`config.mk`:
```
export PLATFORM = sky130hd
export DESIGN_NAME = depth_insertion_sort_core
export DESIGN_NICKNAME = d
export VERILOG_FILES = /design/src/rtl/dis_pkg.sv /design/src/rtl/dis_store.sv /design/src/rtl/depth_insertion_sort_core.sv
export VERILOG_INCLUDE_DIRS = /design/src /design/src/rtl
export SDC_FILE = /design/constraint.sdc
export NUM_CORES = 2
export LEC_CHECK = 0
export BUFFER_PORTS_ARGS = -buffer_cell sky130_fd_sc_hd__buf_2
export CORE_MARGIN = 2
export CORE_UTILIZATION = 30
export DETAILED_ROUTE_END_ITERATION = 12
export SLEW_MARGIN = 20
export SYNTH_ARGS = -nofsm -noshare
export SYNTH_HDL_FRONTEND = slang
export SYNTH_SLANG_ARGS = --single-unit
```
`constraint.sdc`:
```
create_clock -name clk -period 9.45 [get_ports clk]
set_input_delay 0.945 -clock clk [delete_from_list [all_inputs] [get_ports clk]]
set_output_delay 0.945 -clock clk [all_outputs]
set_load 0.03 [all_outputs]
```
`src/rtl/depth_insertion_sort_core_defines.svh`:
```
// Assertion macros for the depth sort core.
// Each macro expects signals named clk and rst in the scope where it is used.
`ifndef DEPTH_INSERTION_SORT_CORE_DEFINES_SVH
`define DEPTH_INSERTION_SORT_CORE_DEFINES_SVH

`ifndef NO_ASSERTIONS

// Same-cycle implication.
`define DIS_ASSERT_IMPL(lbl, ante, cons, msg) \
  lbl: assert property (@(posedge clk) disable iff (rst) (ante) |-> (cons)) \
    else $error(msg);

// Next-cycle implication.
`define DIS_ASSERT_NEXT(lbl, ante, cons, msg) \
  lbl: assert property (@(posedge clk) disable iff (rst) (ante) |=> (cons)) \
    else $error(msg);

`else

`define DIS_ASSERT_IMPL(lbl, ante, cons, msg)
`define DIS_ASSERT_NEXT(lbl, ante, cons, msg)

`endif

`endif

```
`src/rtl/dis_pkg.sv`:
```
`timescale 1ns / 1ps

package dis_pkg;

  // Fixed field widths of the item ports.
  localparam int TAG_W      = 6;
  localparam int PORT_KEY_W = 32;

  // Record store port controls.
  typedef struct packed {
    logic wr_en;
    logic rd_en;
  } ram_ctl_t;

endpackage

```
`src/rtl/dis_store.sv`:
```
`timescale 1ns / 1ps

// Record store: key and tag arrays, one write and one registered read per cycle.
module dis_store
  import dis_pkg::*;
#(
  parameter int DEPTH = 64,
  parameter int KEY_W = 32,
  localparam int AW   = $clog2(DEPTH)
) (
  input  logic             clk,
  input  ram_ctl_t         ctl,
  input  logic [AW-1:0]    wr_addr,
  input  logic [KEY_W-1:0] wr_key,
  input  logic [TAG_W-1:0] wr_tag,
  input  logic [AW-1:0]    rd_addr,
  output logic [KEY_W-1:0] rd_key,
  output logic [TAG_W-1:0] rd_tag
);

  logic [KEY_W-1:0] key_mem [DEPTH];
  logic [TAG_W-1:0] tag_mem [DEPTH];

  always_ff @(posedge clk) begin
    if (ctl.wr_en) begin
      key_mem[wr_addr] <= wr_key;
      tag_mem[wr_addr] <= wr_tag;
    end
  end

  always_ff @(posedge clk) begin
    if (ctl.rd_en) begin
      rd_key <= key_mem[rd_addr];
      rd_tag <= tag_mem[rd_addr];
    end
  end

endmodule

```
`src/rtl/depth_insertion_sort_core.sv`:
```
`timescale 1ns / 1ps

// Channel | Signals                                         | Direction
// --------+-------------------------------------------------+-----------
// in      | in_valid, in_stall, depth_key, record_tag,       | sink
//         | last_item                                       |
// out     | out_valid, out_stall, sorted_key, sorted_tag,    | source
//         | last_result, overflow                           |
//
// Steps: an item that moves s stored records ahead of it goes through S_READ and
//   S_CMP for each of them (one read, one compare-and-write per step), and at the
//   front S_READ writes it in directly; a dropped item takes no step.
//   The item marked last then starts the emit pass, S_EMIT_RD then S_EMIT_LD per result.
// Reset: rst (synchronous) empties the batch and clears the batch's drop flag; store not cleared.
// Stalls: in_stall is high while busy; out_stall holds the output register and
//   the emit pass, and a batch's final result may wait while the next item is taken.
`include "depth_insertion_sort_core_defines.svh"

module depth_insertion_sort_core
  import dis_pkg::*;
#(
  parameter int MAX_RECORDS = 64,
  parameter int KEY_BITS    = 32
) (
  input  logic                         clk,
  input  logic                         rst,
  // input items
  input  logic                         in_valid,
  output logic                         in_stall,
  input  logic signed [PORT_KEY_W-1:0] depth_key,
  input  logic        [TAG_W-1:0]      record_tag,
  input  logic                         last_item,
  // result items
  output logic                         out_valid,
  input  logic                         out_stall,
  output logic signed [PORT_KEY_W-1:0] sorted_key,
  output logic        [TAG_W-1:0]      sorted_tag,
  output logic                         last_result,
  output logic                         overflow
);

  localparam int AW    = $clog2(MAX_RECORDS);
  localparam int CNT_W = $clog2(MAX_RECORDS + 1);

  // Sequencer states, one-hot.
  typedef enum logic [4:0] {
    S_IDLE    = 5'b00001,  // waiting for an item
    S_READ    = 5'b00010,  // read the neighbor below the hole
    S_CMP     = 5'b00100,  // compare; shift neighbor up or drop record in
    S_EMIT_RD = 5'b01000,  // read next sorted record once output is free
    S_EMIT_LD = 5'b10000   // load it into the output register
  } state_t;

  state_t state;

  logic [CNT_W-1:0]    count;     // records held in this batch
  logic                ovf;       // a record of this batch was dropped
  logic [CNT_W-1:0]    pos;       // current hole position
  logic [CNT_W-1:0]    idx;       // emit index
  logic [KEY_BITS-1:0] new_key;
  logic [TAG_W-1:0]    new_tag;
  logic                new_last;

  logic [KEY_BITS-1:0] out_key;

  // Store interface
  ram_ctl_t            ram_ctl;
  logic [AW-1:0]       wr_addr;
  logic [KEY_BITS-1:0] wr_key;
  logic [TAG_W-1:0]    wr_tag;
  logic [AW-1:0]       rd_addr;
  logic [KEY_BITS-1:0] rd_key;
  logic [TAG_W-1:0]    rd_tag;

  logic [KEY_BITS-1:0] key_in;
  logic [CNT_W-1:0]    pos_dec;
  logic                shift_up;
  logic                out_free;
  logic                emit_final;
  logic                store_full;

  // Key ingress: keep KEY_BITS bits; wider stores see the port zero-extended.
  // Egress: sign-extend narrow keys, truncate wide ones to the port.
  generate
    if (KEY_BITS > PORT_KEY_W) begin : g_wide
      assign key_in     = {{(KEY_BITS - PORT_KEY_W){1'b0}}, depth_key};
      assign sorted_key = out_key[PORT_KEY_W-1:0];
    end else if (KEY_BITS == PORT_KEY_W) begin : g_same
      assign key_in     = depth_key;
      assign sorted_key = out_key;
    end else begin : g_narrow
      assign key_in     = depth_key[KEY_BITS-1:0];
      assign sorted_key = {{(PORT_KEY_W - KEY_BITS){out_key[KEY_BITS-1]}}, out_key};
    end
  endgenerate

  assign in_stall   = (state != S_IDLE);
  assign pos_dec    = pos - CNT_W'(1);
  assign out_free   = !out_valid || !out_stall;
  assign emit_final = ((idx + CNT_W'(1)) == count);
  assign store_full = (count == CNT_W'(MAX_RECORDS));

  // Shared comparator: stored neighbor strictly below the new key moves up,
  // so equal keys keep arrival order.
  assign shift_up = (state == S_CMP) && ($signed(rd_key) < $signed(new_key));

  always_comb begin
    ram_ctl       = '0;
    ram_ctl.rd_en = ((state == S_READ) && (pos != '0)) ||
                    ((state == S_EMIT_RD) && out_free);
    ram_ctl.wr_en = ((state == S_READ) && (pos == '0)) || (state == S_CMP);
    wr_addr       = pos[AW-1:0];
    wr_key        = shift_up ? rd_key : new_key;
    wr_tag        = shift_up ? rd_tag : new_tag;
    rd_addr       = (state == S_EMIT_RD) ? idx[AW-1:0] : pos_dec[AW-1:0];
  end

  dis_store #(
    .DEPTH (MAX_RECORDS),
    .KEY_W (KEY_BITS)
  ) u_store (
    .clk     (clk),
    .ctl     (ram_ctl),
    .wr_addr (wr_addr),
    .wr_key  (wr_key),
    .wr_tag  (wr_tag),
    .rd_addr (rd_addr),
    .rd_key  (rd_key),
    .rd_tag  (rd_tag)
  );

  always_ff @(posedge clk) begin
    if (rst) begin
      state     <= S_IDLE;
      count     <= '0;
      ovf       <= 1'b0;
      pos       <= '0;
      idx       <= '0;
      out_valid <= 1'b0;
    end else begin
      if (out_valid && !out_stall) begin
        out_valid <= 1'b0;
      end
      unique case (state)
        S_IDLE: begin
          if (in_valid) begin
            new_key  <= key_in;
            new_tag  <= record_tag;
            new_last <= last_item;
            idx      <= '0;
            if (store_full) begin
              // drop the record; a dropped last item still closes the batch
              ovf <= 1'b1;
              if (last_item) begin
                state <= S_EMIT_RD;
              end
            end else begin
              pos   <= count;
              state <= S_READ;
            end
          end
        end
        S_READ: begin
          if (pos == '0) begin
            count <= count + CNT_W'(1);
            state <= new_last ? S_EMIT_RD : S_IDLE;
          end else begin
            state <= S_CMP;
          end
        end
        S_CMP: begin
          if (shift_up) begin
            pos   <= pos_dec;
            state <= S_READ;
          end else begin
            count <= count + CNT_W'(1);
            state <= new_last ? S_EMIT_RD : S_IDLE;
          end
        end
        S_EMIT_RD: begin
          if (out_free) begin
            state <= S_EMIT_LD;
          end
        end
        S_EMIT_LD: begin
          out_key     <= rd_key;
          sorted_tag  <= rd_tag;
          last_result <= emit_final;
          overflow    <= ovf;
          out_valid   <= 1'b1;
          if (emit_final) begin
            count <= '0;
            ovf   <= 1'b0;
            state <= S_IDLE;
          end else begin
            idx   <= idx + CNT_W'(1);
            state <= S_EMIT_RD;
          end
        end
        default: begin
          state <= S_IDLE;
        end
      endcase
    end
  end

  // A pending result is never overwritten by the emit pass.
  `DIS_ASSERT_IMPL(a_no_overwrite, state == S_EMIT_LD, !out_valid,
                   "emit load while output register still full")
  // Closing a batch empties it.
  `DIS_ASSERT_NEXT(a_batch_closed, (state == S_EMIT_LD) && emit_final,
                   (count == '0) && !ovf, "batch not cleared after final result")
  // Records are dropped only when the store is full.
  `DIS_ASSERT_IMPL(a_ovf_full, ovf, store_full, "overflow flagged below capacity")
  // The hole never sits above the fill level during insertion.
  `DIS_ASSERT_IMPL(a_pos_range, (state == S_READ) || (state == S_CMP),
                   (pos <= count) && !store_full, "insertion position out of range")

endmodule

```
==> flow_summary.yaml <==
floorplan:
  ioPinCount: 85
  fp.dieW_um: 581
  core.rowCount: 212
  dieHeight_um: 581
  die_area_mm2: 0.338
  initial_utilization: 0.301
  core_area_mm2: 0.333
grt:
  first_global_vias: 55383
  number_of_antenna_violations_at_the_first_check_in_global_routing: 9
  grt_first_pass_wirelength_um: 421000
  grt_remaining_overflow: 0
  grt_start_max_net_pins: 129
  combined_global_route_utilization_of_all_metal_layers: 0.173
logic_synthesis:
  synth-main-ff-cell: "sky130_fd_sc_hd__edfxtp_1"
  synth.most_common_cell: "sky130_fd_sc_hd__edfxtp_1"
  synth_top_cells_by_area: "sky130_fd_sc_hd__edfxtp_1, sky130_fd_sc_hd__mux2i_1, sky130_fd_sc_hd__o22ai_1"
  synth_async_sr_flop_share: 0
  ys.warnings.count: 0
  syn_area_mm2: 0.100
  netlist_instances: 5958
  net_count_after_synthesis: 6036
  synth_edf_count: 2549
  post_synth.cell_area_avg_um2: 16.8
  netlist-cell-type-count: 70
  yosys.area.top_type: "sky130_fd_sc_hd__edfxtp_1"
  yosys.area.top_type_share: 0.765
  yosysSeqAreaShare: 0.771
  synth-seq-cells: 2577
  ys_top_cells_by_count: "sky130_fd_sc_hd__edfxtp_1, sky130_fd_sc_hd__mux2i_1, sky130_fd_sc_hd__nand2_1"
clock_network:
  cts.root.buffer_cell: "sky130_fd_sc_hd__clkbuf_16"
  post-cts-setup-buffer-count: 0
  cts_num_sinks: 2577
  postCtsResizedCells: 0
  numCtsBuffers: 280
  cts_tree: "done"
  clkSlewWorstSetupHoldPaths_ns: 0.06
  cts_hold_buffers: 0
  clk_latency_ns: 0.94
  cts.htree.levels: 5
  cts.path.max_buffers: 4
timing:
  finClkSkew_ns: 0.0507
  final.setup.tns_ns: 0
  period_minus_slack_ns: 5.55
  maxSlewHeadroom: 0.184
  highest_attainable_clock_frequency_mhz: 180
  timing_worst_slew_pin_value_ns: 1.22
  timing.final.crit_share: 0.587
  rsz0062_at_grt: "false"
  setup_viol: 0
  report.final.slew_viol_count: 0
  final-hold-violation-count: 0
setup_path:
  setup.reg_to_reg.worst_slack_ns: 3.90
  startpoint_type: "flip-flop"
  worstPathArrival_ns: 6.19
  critical_path.endpoint_type: "flip-flop"
  worstRegToRegCells: 10
  worst_ep_required_time_ns: 10.10
  rr_startpoint: "state[1]"
  r2r_end: "u_store.rd_key[15]"
  criticalPathCategory: "flip-flop to flip-flop"
  critPathMaxFanout: 104
finish:
  final_layout_size_suffix_gt1_frac: 0.131
  final_net_count: 6209
  final_core_util: 0.347
  ff_latch_area_mm2: 0.0771
  layout.filler_cells: 31253
  areaGrowthSynthToFinish_pct: 15.3
  multiInputGateArea_mm2: 0.0223
flow_run:
  max-cap-violations: 0
drt:
  via_per_inst: 5.38
  wire_per_inst_um: 28.4
  antenna_violating_nets_post_route: 0
  routed-via-count: 57598
  post_route_drc_violation_count: 0
  wirelength_um: 304000
  drt-initial-drc-count: 6954
  dr.pass1.iters: 6
placement:
  place_hpwl_um: 156000
  port_buffers: 84
  gp_routability_congestion: 0.901
run_status:
  outcome: "finished, final reports clean"
pwr:
  pwr_density_cell_mw_per_mm2: 201
  leakagePower_nw: 37.3
  vdd.ir_drop.worst_uv: 202
worst_hold_path:
  holdCritPathClass: "input port to flip-flop"
  hold-path-endpoint: "new_key[27]"
  worst_hold_path_cell_count: 1
  min_from: "depth_key[27]"
==> power by group <==
part / switching (mW) / internal (mW)
Clock: 4.27 / 5.91
Sequential: 0.0108 / 12.5
Combinational: 0.380 / 0.125
==> placed cells by master (no fill, tap or decap), types with 12 or more instances in the layout <==
cell	n
sky130_fd_sc_hd__nand3_1	45
sky130_fd_sc_hd__inv_1	44
sky130_fd_sc_hd__nand4_1	50
sky130_fd_sc_hd__clkbuf_16	291
sky130_fd_sc_hd__nor2_1	19
sky130_fd_sc_hd__mux4_2	76
sky130_fd_sc_hd__o22ai_1	398
sky130_fd_sc_hd__mux2i_1	816
sky130_fd_sc_hd__buf_4	148
sky130_fd_sc_hd__nor4_1	65
sky130_fd_sc_hd__clkbuf_1	57
sky130_fd_sc_hd__o221ai_1	77
sky130_fd_sc_hd__a211o_1	39
sky130_fd_sc_hd__ha_1	35
sky130_fd_sc_hd__edfxtp_1	2549
sky130_fd_sc_hd__clkinv_2	47
sky130_fd_sc_hd__buf_12	17
sky130_fd_sc_hd__dfxtp_1	28
sky130_fd_sc_hd__clkinv_1	48
sky130_fd_sc_hd__bufinv_16	12
sky130_fd_sc_hd__a21oi_1	318
sky130_fd_sc_hd__buf_2	84
sky130_fd_sc_hd__o21ai_4	37
sky130_fd_sc_hd__nor2_4	69
sky130_fd_sc_hd__nand2_1	596
sky130_fd_sc_hd__o21ai_0	184
sky130_fd_sc_hd__nor3_1	17
==> kinds of logic (layout without fill, tap and decap cells) <==
logic type | after synthesis | count (layout) | share of synthesized area
other | 0 | 5 | 0
XOR/XNOR | 11 | 11 | 0.000963
multiplexers | 898 | 898 | 0.0994
AND/OR/NAND/NOR | 918 | 918 | 0.0399
AO/OA/AOI/OAI | 1116 | 1116 | 0.0672
flip-flops | 2577 | 2577 | 0.771
adder cells (fa/ha/maj) | 35 | 35 | 0.00438
buffers and inverters | 403 | 756 | 0.0173
==> sequential cells by signal (all words and copies together), names as in the netlist <==
| name | cells |
|---|---|
| count | 7 |
| idx | 7 |
| last_result | 1 |
| new_key | 32 |
| new_last | 1 |
| new_tag | 6 |
| out_valid | 1 |
| overflow | 1 |
| ovf | 1 |
| pos | 7 |
| sorted_key | 32 |
| sorted_tag | 6 |
| state | 5 |
| u_store.key_mem | 2048 |
| u_store.rd_key | 32 |
| u_store.rd_tag | 6 |
| u_store.tag_mem | 384 |
==> worst max-delay path by stage <==
stage                       startpoint                      to  slack (ns)  cells after the start
floorplan           u_store.rd_key[31]  u_store.key_mem[0][11]        3.93                     11
global placement              state[1]      u_store.rd_key[15]        4.08                     10
detailed placement              pos[0]      u_store.rd_key[31]        4.05                     12
CTS                           state[1]      u_store.rd_key[15]        4.04                     10
global route               new_key[25]  u_store.key_mem[2][26]        3.67                     13
finish                        state[1]      u_store.rd_key[15]        3.90                     10
==> routing by layer <==
layer | wire length, um | global-route usage | part of all wire
met5 | 0 | 0 | 0
met2 | 143000 | 0.282 | 0.47
met4 | 17100 | 0.0918 | 0.056
met3 | 26700 | 0.0301 | 0.088
met1 | 117000 | 0.222 | 0.38
==> worst max-delay path, cell delays in order, from the launching register on <==
cell	delay, ns
sky130_fd_sc_hd__dfxtp_1	0.40
sky130_fd_sc_hd__nor3_1	0.34
sky130_fd_sc_hd__nand2_1	0.60
sky130_fd_sc_hd__o21ai_4	0.63
sky130_fd_sc_hd__buf_12	0.61
sky130_fd_sc_hd__buf_4	0.71
sky130_fd_sc_hd__mux2i_1	0.26
sky130_fd_sc_hd__o22ai_1	0.11
sky130_fd_sc_hd__o21ai_0	0.24
sky130_fd_sc_hd__nand4_1	0.62
sky130_fd_sc_hd__a211o_1	0.48
==> stage by stage <==
stage / instance area [um^2] / hold WS [ns] / total power, mW / worst slack, ns / std cells
4_1_cts: 115000 / 0.130 / 23.3 / 4.04 / 10698
6_report: 115000 / 0.184 / 23.2 / 3.90 / 10703
3_3_place_gp: 107000 / 0.453 / 13.3 / 4.08 / 10235
3_5_place_dp: 107000 / 0.457 / 13.3 / 4.05 / 10236
5_1_grt: 115000 / 0.155 / 23.8 / 3.67 / 10700
2_1_floorplan: 100000 / 0.409 / 13.1 / 3.93 / 5958
==> final cells by class <==
| class | instances | share of cell area |
|---|---|---|
| Antenna cell | 5 | 0.000109 |
| Clock buffer | 348 | 0.0650 |
| Clock inverter | 114 | 0.00719 |
| Inverter | 44 | 0.00143 |
| Multi-Input combinational cell | 2978 | 0.193 |
| Sequential cell | 2577 | 0.669 |
| Tap cell | 4387 | 0.0476 |
| Timing Repair Buffer | 250 | 0.0165 |
Note: power is estimated with default switching activity, not from simulation.
